`src/rtl/assert_macros.svh`:
```
// assertion macros shared by the rtl modules
`ifndef ASSERT_MACROS_SVH
`define ASSERT_MACROS_SVH

// property checked on every rising clock edge outside reset
`define FPI_ASSERT(lbl, prop, msg) \
	lbl: assert property (@(posedge clk) disable iff (!arst_n) prop) \
		else $error(msg);

// condition that must never hold
`define FPI_NEVER(lbl, expr, msg) \
	`FPI_ASSERT(lbl, !(expr), msg)

`endif

```
`src/rtl/fpi_pkg.sv`:
```
// shared types and constants of the float power by integer block
`default_nettype none

package fpi_pkg;

	typedef enum logic [0:0] {
		OP_MUL = 1'b0,
		OP_DIV = 1'b1
	} fpi_op_t;

	// one request to the shared floating-point unit
	typedef struct packed {
		fpi_op_t     op;
		logic        fmt64;
		logic [63:0] a;
		logic [63:0] b;
	} fpi_req_t;

	localparam logic [63:0] ONE_F64 = 64'h3FF0_0000_0000_0000;
	localparam logic [63:0] ONE_F32 = 64'h0000_0000_3F80_0000;

endpackage

`default_nettype wire

```
`src/rtl/float_power_by_integer.sv`:
```
// float power by integer: square-and-multiply sequencer around a shared fp unit
// an fp multiply takes longer with subnormal operands or results; the reciprocal for a
//   negative exponent is one more divide on the same unit
// an item costs one multiply per set exponent bit plus one squaring per bit below the top
//   one, all on the single fpi_fpu
// one item at a time; a finished result waits in the output register while the next is taken
// reset: asynchronous active low; idle, no result pending, precision_mode back to binary64
`default_nettype none
`include "assert_macros.svh"

module float_power_by_integer (
	input  logic               clk,
	input  logic               arst_n,
	// configuration
	input  logic               cfg_wr_en,
	input  logic               cfg_wr_data,
	// input transfer
	input  logic               in_valid,
	output logic               in_ready,
	input  logic [63:0]        base_bits,
	input  logic signed [31:0] exponent,
	// output transfer
	output logic               out_valid,
	input  logic               out_ready,
	output logic [63:0]        result_bits
);

	typedef enum logic [7:0] {
		S_IDLE     = 8'b0000_0001,
		S_BIT      = 8'b0000_0010,
		S_WAIT_ACC = 8'b0000_0100,
		S_SHIFT    = 8'b0000_1000,
		S_WAIT_SQ  = 8'b0001_0000,
		S_FIN      = 8'b0010_0000,
		S_WAIT_DIV = 8'b0100_0000,
		S_OUT      = 8'b1000_0000
	} state_t;

	state_t            state_q;
	logic              precision_mode_q;
	logic              fmt_q;      // format of the item in flight
	logic [63:0]       x_q;        // running base, squared each step
	logic [63:0]       acc_q;      // running result
	logic [31:0]       mag_q;      // exponent magnitude, consumed low bit first
	logic              neg_q;
	logic              out_valid_q;
	logic [63:0]       result_bits_q;

	logic [31:0]       exp_u;
	logic              in_xfer;
	logic              out_load;   // result moves into the output register
	logic              fpu_wait;   // sequencer waits on the shared unit
	logic              fpu_start;
	fpi_pkg::fpi_req_t fpu_req;
	logic              fpu_done;
	logic [63:0]       fpu_result;

	assign exp_u   = unsigned'(exponent);
	assign in_ready = (state_q == S_IDLE);
	assign in_xfer  = in_valid && in_ready;
	// load once the previous result is gone or leaves in this cycle
	assign out_load = (state_q == S_OUT) && (!out_valid_q || out_ready);
	assign fpu_wait = (state_q == S_WAIT_ACC) || (state_q == S_WAIT_SQ)
		|| (state_q == S_WAIT_DIV);

	// request to the shared unit for the current step
	always_comb begin
		fpu_start     = 1'b0;
		fpu_req.op    = fpi_pkg::OP_MUL;
		fpu_req.fmt64 = fmt_q;
		fpu_req.a     = acc_q;
		fpu_req.b     = x_q;
		unique case (state_q)
			S_BIT: begin
				// acc = acc * x when the current bit is set
				fpu_start = mag_q[0];
			end
			S_SHIFT: begin
				// x = x * x while higher bits remain
				fpu_start = (mag_q[31:1] != '0);
				fpu_req.a = x_q;
			end
			S_FIN: begin
				// acc = 1 / acc for a negative exponent
				fpu_start  = neg_q;
				fpu_req.op = fpi_pkg::OP_DIV;
				fpu_req.a  = fmt_q ? fpi_pkg::ONE_F64 : fpi_pkg::ONE_F32;
				fpu_req.b  = acc_q;
			end
			default: begin
			end
		endcase
	end

	fpi_fpu u_fpu (
		.clk    (clk),
		.arst_n (arst_n),
		.start  (fpu_start),
		.req    (fpu_req),
		.done   (fpu_done),
		.result (fpu_result)
	);

	always_ff @(posedge clk or negedge arst_n) begin
		if (!arst_n) begin
			precision_mode_q <= 1'b1;
		end else if (cfg_wr_en) begin
			precision_mode_q <= cfg_wr_data;
		end
	end

	// output valid: set on load, cleared when the transfer completes
	always_ff @(posedge clk or negedge arst_n) begin
		if (!arst_n) begin
			out_valid_q <= 1'b0;
		end else if (out_load) begin
			out_valid_q <= 1'b1;
		end else if (out_ready) begin
			out_valid_q <= 1'b0;
		end
	end

	always_ff @(posedge clk or negedge arst_n) begin
		if (!arst_n) begin
			state_q     <= S_IDLE;
		end else begin
			unique case (state_q)
				S_IDLE: begin
					if (in_xfer) begin
						fmt_q   <= precision_mode_q;
						x_q     <= precision_mode_q ? base_bits : {32'b0, base_bits[31:0]};
						acc_q   <= precision_mode_q ? fpi_pkg::ONE_F64 : fpi_pkg::ONE_F32;
						// most negative exponent wraps to 2^31, read as unsigned
						mag_q   <= exp_u[31] ? (32'd0 - exp_u) : exp_u;
						neg_q   <= exp_u[31];
						state_q <= S_BIT;
					end
				end
				S_BIT: begin
					state_q <= mag_q[0] ? S_WAIT_ACC : S_SHIFT;
				end
				S_WAIT_ACC: begin
					if (fpu_done) begin
						acc_q   <= fpu_result;
						state_q <= S_SHIFT;
					end
				end
				S_SHIFT: begin
					mag_q   <= {1'b0, mag_q[31:1]};
					state_q <= (mag_q[31:1] != '0) ? S_WAIT_SQ : S_FIN;
				end
				S_WAIT_SQ: begin
					if (fpu_done) begin
						x_q     <= fpu_result;
						state_q <= S_BIT;
					end
				end
				S_FIN: begin
					state_q <= neg_q ? S_WAIT_DIV : S_OUT;
				end
				S_WAIT_DIV: begin
					if (fpu_done) begin
						acc_q   <= fpu_result;
						state_q <= S_OUT;
					end
				end
				S_OUT: begin
					// load the output register once the previous result is gone
					if (out_load) begin
						result_bits_q <= acc_q;
						state_q       <= S_IDLE;
					end
				end
				default: begin
					state_q <= S_IDLE;
				end
			endcase
		end
	end

	assign out_valid   = out_valid_q;
	assign result_bits = result_bits_q;

	`FPI_ASSERT(a_done_in_wait, fpu_done |-> fpu_wait, "fpu done outside a wait state")
	`FPI_ASSERT(a_accept_busy, in_xfer |=> !in_ready, "ready right after a transfer")
	`FPI_NEVER(a_out_overrun, out_valid_q && !out_ready && out_load, "pending result overwritten")

endmodule

`default_nettype wire

```
`src/rtl/fpi_fpu.sv`:
```
// multi-cycle ieee multiply and divide unit, binary32 or binary64, round to nearest even
`default_nettype none
`include "assert_macros.svh"

module fpi_fpu (
	input  logic               clk,
	input  logic               arst_n,
	input  logic               start,
	input  fpi_pkg::fpi_req_t  req,
	output logic               done,
	output logic [63:0]        result
);

	typedef enum logic [7:0] {
		F_IDLE   = 8'b0000_0001,
		F_NORM   = 8'b0000_0010,
		F_MUL    = 8'b0000_0100,
		F_ALIGN  = 8'b0000_1000,
		F_DIV    = 8'b0001_0000,
		F_DENORM = 8'b0010_0000,
		F_ROUND  = 8'b0100_0000,
		F_DONE   = 8'b1000_0000
	} fstate_t;

	typedef struct packed {
		logic               sgn;
		logic               nan;
		logic               inf;
		logic               zero;
		logic signed [12:0] e;
		logic [52:0]        m;
	} unp_t;

	function automatic unp_t unpack(input logic fmt64, input logic [63:0] x);
		unp_t               u;
		logic [10:0]        ef;
		logic [51:0]        fr;
		logic [10:0]        ef_max;
		logic signed [12:0] bias;
		if (fmt64) begin
			u.sgn  = x[63];
			ef     = x[62:52];
			fr     = x[51:0];
			ef_max = 11'h7FF;
			bias   = 13'sd1023;
		end else begin
			u.sgn  = x[31];
			ef     = {3'b000, x[30:23]};
			fr     = {x[22:0], 29'b0};
			ef_max = 11'h0FF;
			bias   = 13'sd127;
		end
		u.nan  = (ef == ef_max) && (fr != '0);
		u.inf  = (ef == ef_max) && (fr == '0);
		u.zero = (ef == '0) && (fr == '0);
		u.m    = {ef != '0, fr};
		u.e    = $signed({2'b00, (ef == '0) ? 11'd1 : ef}) - bias;
		return u;
	endfunction

	function automatic logic [63:0] quiet(input logic fmt64, input logic [63:0] x);
		return fmt64 ? (x | 64'h0008_0000_0000_0000) : {32'b0, x[31:0] | 32'h0040_0000};
	endfunction

	function automatic logic [63:0] inf_pat(input logic fmt64, input logic s);
		return fmt64 ? {s, 11'h7FF, 52'b0} : {32'b0, s, 8'hFF, 23'b0};
	endfunction

	function automatic logic [63:0] zero_pat(input logic fmt64, input logic s);
		return fmt64 ? {s, 63'b0} : {32'b0, s, 31'b0};
	endfunction

	function automatic logic [63:0] dnan_pat(input logic fmt64);
		return fmt64 ? 64'hFFF8_0000_0000_0000 : 64'h0000_0000_FFC0_0000;
	endfunction

	fstate_t            state_q;
	fpi_pkg::fpi_op_t   op_q;
	logic               fmt_q;
	logic               sgn_q;
	logic signed [12:0] ea_q, eb_q, exp_q;
	logic [52:0]        ma_q, mb_q;
	logic [105:0]       prod_q;
	logic [5:0]         cnt_q;
	logic [53:0]        rem_q;
	logic [55:0]        sig_q;
	logic               stk_q;
	logic [63:0]        result_q;

	unp_t               ua, ub;
	logic               res_sgn;
	logic               special;
	logic [63:0]        special_val;

	logic signed [12:0] emin, emax, bias;
	logic [55:0]        mb_ext;
	logic [13:0]        chunk;
	logic [66:0]        pp;
	logic [105:0]       pp_sh;
	logic               ge;
	logic [53:0]        nxt_rem;

	logic               lsb, rb, st, inc;
	logic [56:0]        rsum;
	logic               lead;
	logic signed [12:0] rexp, ebias;
	logic [10:0]        bexp;
	logic [63:0]        rpack;

	// operand decode and special cases at request time
	always_comb begin
		ua      = unpack(req.fmt64, req.a);
		ub      = unpack(req.fmt64, req.b);
		res_sgn = ua.sgn ^ ub.sgn;
		special     = 1'b1;
		special_val = '0;
		if (ua.nan) begin
			special_val = quiet(req.fmt64, req.a);
		end else if (ub.nan) begin
			special_val = quiet(req.fmt64, req.b);
		end else if (req.op == fpi_pkg::OP_MUL) begin
			priority if ((ua.inf && ub.zero) || (ua.zero && ub.inf)) begin
				special_val = dnan_pat(req.fmt64);
			end else if (ua.inf || ub.inf) begin
				special_val = inf_pat(req.fmt64, res_sgn);
			end else if (ua.zero || ub.zero) begin
				special_val = zero_pat(req.fmt64, res_sgn);
			end else begin
				special = 1'b0;
			end
		end else begin
			priority if ((ua.inf && ub.inf) || (ua.zero && ub.zero)) begin
				special_val = dnan_pat(req.fmt64);
			end else if (ua.inf || ub.zero) begin
				special_val = inf_pat(req.fmt64, res_sgn);
			end else if (ub.inf || ua.zero) begin
				special_val = zero_pat(req.fmt64, res_sgn);
			end else begin
				special = 1'b0;
			end
		end
	end

	// format limits
	always_comb begin
		emin = fmt_q ? -13'sd1022 : -13'sd126;
		emax = fmt_q ? 13'sd1023 : 13'sd127;
		bias = fmt_q ? 13'sd1023 : 13'sd127;
	end

	// one 53x14 partial product per cycle
	always_comb begin
		mb_ext = {3'b000, mb_q};
		unique case (cnt_q[1:0])
			2'd0: chunk = mb_ext[13:0];
			2'd1: chunk = mb_ext[27:14];
			2'd2: chunk = mb_ext[41:28];
			default: chunk = mb_ext[55:42];
		endcase
		pp = {14'b0, ma_q} * {53'b0, chunk};
		unique case (cnt_q[1:0])
			2'd0: pp_sh = {39'b0, pp};
			2'd1: pp_sh = {25'b0, pp, 14'b0};
			2'd2: pp_sh = {11'b0, pp, 28'b0};
			default: pp_sh = {pp[63:0], 42'b0};
		endcase
	end

	// restoring divide step
	always_comb begin
		ge      = rem_q >= {1'b0, mb_q};
		nxt_rem = ge ? (rem_q - {1'b0, mb_q}) : rem_q;
	end

	// round to nearest even and pack
	always_comb begin
		if (fmt_q) begin
			lsb = sig_q[3];
			rb  = sig_q[2];
			st  = (|sig_q[1:0]) | stk_q;
		end else begin
			lsb = sig_q[32];
			rb  = sig_q[31];
			st  = (|sig_q[30:0]) | stk_q;
		end
		inc   = rb & (st | lsb);
		rsum  = {1'b0, sig_q} + (fmt_q ? {53'b0, inc, 3'b000} : {24'b0, inc, 32'b0});
		lead  = rsum[56] | rsum[55];
		rexp  = exp_q + $signed({12'b0, rsum[56]});
		ebias = rexp + bias;
		bexp  = lead ? ebias[10:0] : 11'd0;
		if (rexp > emax) begin
			rpack = inf_pat(fmt_q, sgn_q);
		end else if (fmt_q) begin
			rpack = {sgn_q, bexp, rsum[54:3]};
		end else begin
			rpack = {32'b0, sgn_q, bexp[7:0], rsum[54:32]};
		end
	end

	always_ff @(posedge clk or negedge arst_n) begin
		if (!arst_n) begin
			state_q <= F_IDLE;
		end else begin
			unique case (state_q)
				F_IDLE: begin
					if (start) begin
						op_q  <= req.op;
						fmt_q <= req.fmt64;
						sgn_q <= res_sgn;
						ma_q  <= ua.m;
						mb_q  <= ub.m;
						ea_q  <= ua.e;
						eb_q  <= ub.e;
						if (special) begin
							result_q <= special_val;
							state_q  <= F_DONE;
						end else begin
							state_q <= F_NORM;
						end
					end
				end
				F_NORM: begin
					// subnormal operands shift up one place a cycle
					if (!ma_q[52]) begin
						ma_q <= {ma_q[51:0], 1'b0};
						ea_q <= ea_q - 13'sd1;
					end
					if (!mb_q[52]) begin
						mb_q <= {mb_q[51:0], 1'b0};
						eb_q <= eb_q - 13'sd1;
					end
					if (ma_q[52] && mb_q[52]) begin
						if (op_q == fpi_pkg::OP_MUL) begin
							exp_q   <= ea_q + eb_q;
							prod_q  <= '0;
							cnt_q   <= '0;
							state_q <= F_MUL;
						end else begin
							cnt_q <= 6'd55;
							sig_q <= '0;
							if (ma_q >= mb_q) begin
								rem_q <= {1'b0, ma_q};
								exp_q <= ea_q - eb_q;
							end else begin
								rem_q <= {ma_q, 1'b0};
								exp_q <= ea_q - eb_q - 13'sd1;
							end
							state_q <= F_DIV;
						end
					end
				end
				F_MUL: begin
					prod_q <= prod_q + pp_sh;
					cnt_q  <= cnt_q + 6'd1;
					if (cnt_q[1:0] == 2'd3) begin
						state_q <= F_ALIGN;
					end
				end
				F_ALIGN: begin
					if (prod_q[105]) begin
						sig_q <= prod_q[105:50];
						stk_q <= |prod_q[49:0];
						exp_q <= exp_q + 13'sd1;
					end else begin
						sig_q <= prod_q[104:49];
						stk_q <= |prod_q[48:0];
					end
					state_q <= F_DENORM;
				end
				F_DIV: begin
					rem_q <= {nxt_rem[52:0], 1'b0};
					sig_q <= {sig_q[54:0], ge};
					if (cnt_q == '0) begin
						stk_q   <= nxt_rem != '0;
						state_q <= F_DENORM;
					end else begin
						cnt_q <= cnt_q - 6'd1;
					end
				end
				F_DENORM: begin
					priority if (exp_q > emax) begin
						result_q <= inf_pat(fmt_q, sgn_q);
						state_q  <= F_DONE;
					end else if (exp_q >= emin) begin
						state_q <= F_ROUND;
					end else if ((emin - exp_q) > 13'sd57) begin
						// far below the smallest subnormal: only sticky survives
						sig_q   <= '0;
						stk_q   <= 1'b1;
						exp_q   <= emin;
						state_q <= F_ROUND;
					end else begin
						sig_q <= {1'b0, sig_q[55:1]};
						stk_q <= stk_q | sig_q[0];
						exp_q <= exp_q + 13'sd1;
					end
				end
				F_ROUND: begin
					result_q <= rpack;
					state_q  <= F_DONE;
				end
				F_DONE: begin
					state_q <= F_IDLE;
				end
				default: begin
					state_q <= F_IDLE;
				end
			endcase
		end
	end

	assign done   = (state_q == F_DONE);
	assign result = result_q;

	`FPI_ASSERT(a_start_idle, start |-> (state_q == F_IDLE), "fpu started while busy")
	`FPI_ASSERT(a_round_range, (state_q == F_ROUND) |-> (exp_q >= emin), "rounding below emin")

endmodule

`default_nettype wire
```
`config.mk`:
```
export PLATFORM = sky130hd
export DESIGN_NAME = float_power_by_integer
export DESIGN_NICKNAME = d
export VERILOG_FILES = /design/src/rtl/fpi_pkg.sv /design/src/rtl/float_power_by_integer.sv /design/src/rtl/fpi_fpu.sv
export VERILOG_INCLUDE_DIRS = /design/src /design/src/rtl
export SDC_FILE = /design/constraint.sdc
export NUM_CORES = 2
export LEC_CHECK = 0
export ABC_AREA = 1
export BUFFER_PORTS_ARGS = -buffer_cell sky130_fd_sc_hd__buf_2
export CORE_MARGIN = 1
export CORE_UTILIZATION = 30
export DETAILED_ROUTE_END_ITERATION = 6
export PLACE_DENSITY = 0.5
export SYNTH_ARGS = -nofsm -noshare
export SYNTH_HDL_FRONTEND = slang
export SYNTH_SLANG_ARGS = --single-unit
export TNS_END_PERCENT = 5
```
`constraint.sdc`:
```
create_clock -name clk -period 13.3 [get_ports clk]
set_input_delay 1.33 -clock clk [delete_from_list [all_inputs] [get_ports clk]]
set_output_delay 1.33 -clock clk [all_outputs]
set_load 0.01 [all_outputs]
```
== Yosys cells after proc, flatten, opt, wreduce, memory -nomap -nowiden ==
Cells that the tools add are included.
Storage, ports and cells
  bits in registers: 679
  output and inout port bits: 66
  logic and storage cells: 297
Operators by class
  add/sub/neg operators: 17
  $mul: 1
  magnitude comparators: 6
  eq/ne operators: 42
  muxes and demuxes: 130
  bitwise gates (word level): 7
  reduce and logical (&&, ||, !) cells: 68
Operators with widths (count)
  $mux 64: 25
  $pmux 64 s2: 3
  $pmux 106 s3: 1
  $mux 56: 5
  $pmux 56 s4: 1
  $mux 54: 4
  $mux 106: 2
  $mux 53: 4
  $pmux 106 s2: 1
  $pmux 53 s2: 2
  $pmux 64 s3: 1
  $mux 13: 11
  $mux 62: 2
  $mux 8: 14
  $pmux 54 s2: 1
  $add 106x106->106: 1
  $logic_not 52->1: 2
  $mux 52: 2
  $reduce_bool 52->1: 2
  $mul 53x14->67: 1
  $mux 11: 6
  $mux 32: 2
  $pmux 32 s2: 1
  $pmux 8 s8: 1
  other kinds (68): 176

== Longest topological paths before layout ==
  depth after elaboration: 15
  gate-level depth with buffers: 55
  mapped depth without buffers: 52

== By module ==
A second synthesis with hierarchy kept.
Second synthesis, totals
  cell total of the unflattened synthesis: 11124
  area total of the unflattened synthesis: 79960.4 µm²
Modules (own cells, without submodules)
  fpi_fpu: instances 1, cells each 9861, area each 68097.8 µm², seq. area each 13264.0 µm²
  float_power_by_integer: instances 1, cells each 1263, area each 11862.6 µm², seq. area each 7039.3 µm²

== Worst setup path before layout ==
Ideal clock, no wire load.
  kind: register to register
  start: register u_fpu.state_q[5]
  end: register u_fpu.prod_q[0] (enable)
  arrival time: 8.991 ns
  required time: 12.599 ns
  slack: 3.607 ns
  stages on the path, launching flop included: 9
  buffers on the path: 1
  clock period less this slack: 9.693 ns
  path through: dfrtp_1 -> nor2_1 -> inv_1 -> nor2_1 -> inv_1 -> nor4_1 -> clkbuf_1 -> nor2_1 -> nor3_1
Between the ends
  longest elaborated chain between the ends: 3
  elaborated cells on any way between the ends: 6
Ends and longest elaborated chain
  start, declared: line fpi_fpu.sv:77  | fstate_t state_q;
  start signal, assigned: line fpi_fpu.sv:203  | state_q <= F_IDLE;
  start signal, assigned: line fpi_fpu.sv:217  | state_q <= F_DONE;
  start signal, assigned: line fpi_fpu.sv:219  | state_q <= F_NORM;
  $eq 8x2->1 / $eq 8x3->1 (equally long branches): line fpi_fpu.sv:205  | unique case (state_q)
  $ne 2x2->1 (no source line) (tied with other cells)
  $reduce_and 4->1 (no source line) (*)
  end signal, assigned: line fpi_fpu.sv:254  | prod_q <= prod_q + pp_sh;
  end, declared: line fpi_fpu.sv:83  | logic [105:0] prod_q;
Mark *: on every way between the ends. The rest lies on a longest branch, timed or not.
A chain may end at the register's enable or synchronous reset.

== Final worst setup path ==
  start: register u_fpu.cnt_q[0]
  end: register u_fpu.prod_q[92] (data pin)
Between the ends
  longest elaborated chain between the ends: 6
  elaborated cells on any way between the ends: 8
Ends and longest elaborated chain
  start, declared: line fpi_fpu.sv:84  | logic [5:0] cnt_q;
  start signal, assigned: line fpi_fpu.sv:255  | cnt_q <= cnt_q + 6'd1;
  start signal, assigned: line fpi_fpu.sv:278  | cnt_q <= cnt_q - 6'd1;
  $eq 2x2->1 (tied with other cells): line fpi_fpu.sv:154, fpi_fpu.sv:161
  $pmux 14 s3: line fpi_fpu.sv:154  | unique case (cnt_q[1:0])
  $mul 53x14->67: line fpi_fpu.sv:160  | pp = {14'b0, ma_q} * {53'b0, chunk};
  $pmux 106 s3 (*): line fpi_fpu.sv:161  | unique case (cnt_q[1:0])
  $add 106x106->106 (*): line fpi_fpu.sv:254
  $pmux 106 s2 (*): line fpi_fpu.sv:205
Marks and branches as above.

==> flow_summary_export.csv <==
group,metric,value,unit
synthesis,synth.distinct_cells,76,
timing,fin_crit_sh,0.9401,
placed_design,gp_congestion,1.017,
placed_design,port_buffers,167,
route,num_vias,74540,
floorplan,ioPinCount,168,
finish,final_cell_mix,"nand2_1 (2503), inv_1 (1692), nor2_1 (1109)",
setup_path,arrival,12950,ps
synthesis,syn_nets,11490,
timing,fmax,0.07998,GHz
synthesis,ys_dominant_reg_cell,"edfxtp_1",
setup_path,timing.rr.start,"u_fpu.cnt_q[0]$_DFFE_PP_",
timing,finalCriticalPeriod,12500,ps
finish,multiInputGateArea,48500,sq um
synthesis,ys_seq_area_frac,0.2647,
synthesis,synth-async-reset-ratio,0.02651,
synthesis,avgSynthCellArea,7.397,sq um
timing,setup_ws,796.5,ps
route,drtPass1Iterations,6,
clocking,clock_sinks,679,
global_route,first_global_vias,72980,
clocking,clk_latency,770,ps
synthesis,syn-cell-area,76710,sq um
floorplan,row_count,185,
setup_path,path_class,"register to register",
synthesis,netlist_instances,10370,
setup_path,max_stage_delay,760,ps
run_status,status,"finished, final reports clean",
worst_hold_path,whs_path_depth,0,
global_route,grt_max_degree,80,
global_route,antenna_found_initial,29,
floorplan,start_util,0.3018,
setup_path,cp_max_fo,23,
global_route,track_usage,0.2746,
finish,syn_to_final_growth,9.986,%
clocking,cts_hold_buf,0,
route,drc,0,
floorplan,fp.dieH,507.7,um
synthesis,synth_fa_ha_area_frac,0.2266,
timing,timing.setup.tns,0,ps
finish,utilization,0.3320,
route,drtIter0Drc,8913,
synthesis,synth_edf_count,661,
clocking,cts_tree,"done",
floorplan,die-area,257700,sq um
timing,hold_viol,0,
timing,worst_pin_slew,1285,ps
synthesis,yosys.area_share.simple,0.2286,
timing,finalMaxSlewViolations,0,
finish,num-fill-cells,27440,
finish,drive_above_1_share,0.05418,
worst_hold_path,hp-class,"register to register",
clocking,cts_buffer_depth,3,
global_route,gr-total-overflow,0,
global_route,grt_pass1_wl,516.8,mm
setup_path,path_depth,43,
timing,setup_viol,0,
setup_path,worstPathRequired,13750,ps
placed_design,hpwl,293.2,mm
run,maxCapViolations,0,
finish,final_common_cell,"nand2_1",
clocking,cts-htree-levels,3,
setup_path,reg2reg_depth,43,
clocking,numCtsBuffers,88,
worst_hold_path,min_delay_worst_endpoint,"result_bits[49]$_DFFE_PP_",
synthesis,ys_seq_elements,679,
clocking,clk_transition_reported_paths,60,ps
finish,layout.nets,11500,
setup_path,r2r_slack,800,ps
floorplan,die_x,507.7,um
synthesis,ys_warn_count,0,
route,wl,360.4,mm
route,postRouteAntennaNets,0,
setup_path,cp-start-kind,"register",
finish,ff_latch_area,20300,sq um
route,viasPerCell,5.393,
synthesis,synth_compound_area_frac,0.1493,
timing,rsz0062_at_grt,"false",
synthesis,synth_top_family_by_area,"simple AND/OR/NAND/NOR gates",
setup_path,worstSetupEndpointType,"register",
setup_path,critPathBufInv,9,
setup_path,cp_top_family,"adder cells",
floorplan,placeableCoreArea,254200,sq um
clocking,clockRootBuffer,"clkbuf_16",
timing,finClkSkew,98.03,ps
setup_path,r2r-end,"u_fpu.prod_q[92]$_SDFFCE_PN0P_",
placed_design,dp_slack,788.5,ps
synthesis,synth_xor_area_frac,0.02421,
worst_hold_path,min-delay-start,"acc_q[49]$_SDFFCE_PN0P_",
route,wl_per_cell,26.07,um
timing,max_slew_margin,0.1431,
synthesis,synthMuxAreaShare,0.0007993,
setup_path,cp_slowest_cell,"edfxtp_1",
registers in the layout (all words and copies together) (netlist names), 32 cells and up:
name / count
u_fpu.ma_q: 53
x_q: 64
mag_q: 32
u_fpu.result: 64
result_bits: 64
u_fpu.sig_q: 56
u_fpu.mb_q: 53
u_fpu.prod_q: 106
u_fpu.rem_q: 54
acc_q: 64
stage by stage:
step	hold slack [ps]	area, sq um	instances
2_1_floorplan	420.6	76710	10370
5_1_grt	475.1	84350	13820
6_report	454.4	84370	13820
3_3_place_gp	450.3	81440	13650
3_5_place_dp	446.8	81440	13650
4_1_cts	449.1	84300	13810
timing repair:
| item | 4_1_cts | 5_1_grt |
|---|---|---|
| buffers inserted | 0 | 2 |
| endpoints found under the hold margin | 0 | 0 |
| setup endpoints to repair | 0 | 2 |
| resized for setup | 0 | 1 |
worst register-to-register path: cells and delay by family (launching register included):
family | cells | cell delay [ps]
AOI/OAI and AO/OA | 12 | 3120
xor gates and xnor gates | 1 | 590
adders and majority gates | 8 | 3990
buffers and inverters | 9 | 1550
DFF | 1 | 760
and+or+nand+nor | 13 | 2270
cell families after synthesis:
| group | Yosys count |
|---|---|
| multiplexers | 6 |
| flip-flops | 679 |
| XOR/XNOR | 212 |
| AO/OA/AOI/OAI | 2007 |
| AND/OR/NAND/NOR | 4322 |
| adder cells (fa/ha/maj) | 1021 |
| buffers and inverters | 2123 |
worst max path at each step:
stage,from,end
after floorplan,u_fpu.state_q[5]$_DFFE_PN0P_,u_fpu.prod_q[0]$_SDFFCE_PN0P_
after global placement,u_fpu.cnt_q[0]$_DFFE_PP_,u_fpu.prod_q[92]$_SDFFCE_PN0P_
after detailed placement,u_fpu.cnt_q[0]$_DFFE_PP_,u_fpu.prod_q[92]$_SDFFCE_PN0P_
after CTS,u_fpu.cnt_q[0]$_DFFE_PP_,u_fpu.prod_q[92]$_SDFFCE_PN0P_
after global routing,u_fpu.cnt_q[0]$_DFFE_PP_,u_fpu.prod_q[91]$_SDFFCE_PN0P_
final,u_fpu.cnt_q[0]$_DFFE_PP_,u_fpu.prod_q[92]$_SDFFCE_PN0P_
synthesized netlist by cell type (13+ instances only):
| cell type | instances | area share |
|---|---|---|
| fa_1 | 614 | 0.16 |
| edfxtp_1 | 661 | 0.26 |
| o21bai_1 | 22 | 0.0022 |
| o21ai_0 | 762 | 0.050 |
| o211ai_1 | 56 | 0.0055 |
| nor4_1 | 62 | 0.0051 |
| buf_1 | 33 | 0.0016 |
| nand3_1 | 373 | 0.024 |
| nor2_1 | 1112 | 0.054 |
| xor2_1 | 166 | 0.019 |
| dfrtp_1 | 15 | 0.0049 |
| o31ai_1 | 20 | 0.0020 |
| inv_2 | 23 | 0.0011 |
| a22oi_1 | 13 | 0.0013 |
| o21ai_1 | 41 | 0.0027 |
| nand4_1 | 81 | 0.0066 |
| o221ai_1 | 80 | 0.0091 |
| nor3_1 | 96 | 0.0063 |
| a21oi_1 | 610 | 0.040 |
| ha_1 | 407 | 0.066 |
| buf_2 | 34 | 0.0022 |
| clkbuf_1 | 308 | 0.015 |
| nand2_1 | 2505 | 0.12 |
| a31oi_1 | 104 | 0.0085 |
| o22ai_1 | 117 | 0.0095 |
| xnor2_1 | 46 | 0.0053 |
| a21o_1 | 53 | 0.0052 |
| inv_1 | 1697 | 0.083 |
| o21a_1 | 45 | 0.0044 |
| or2_2 | 34 | 0.0028 |
area by class of cell:
| type | count | share of cell area |
|---|---|---|
| clock buffer | 106 | 0.02702 |
| clock inverter | 52 | 0.006837 |
| tap | 3366 | 0.04992 |
| timing repair buffer | 310 | 0.02337 |
| sequential | 679 | 0.2407 |
| inverter | 1731 | 0.07703 |
| antenna | 10 | 0.0002966 |
| multi-input combinational | 7569 | 0.5749 |
routing by layer:
metal	global-route usage	wire length (um)
met1	0.3780	154500
met2	0.4214	156900
met3	0.04718	30480
met4	0.1186	18320
met5	0	154
Power is left out: the tool's default activity adds up to more than one toggle a clock period on the data nets, which glitch-free logic cannot reach.
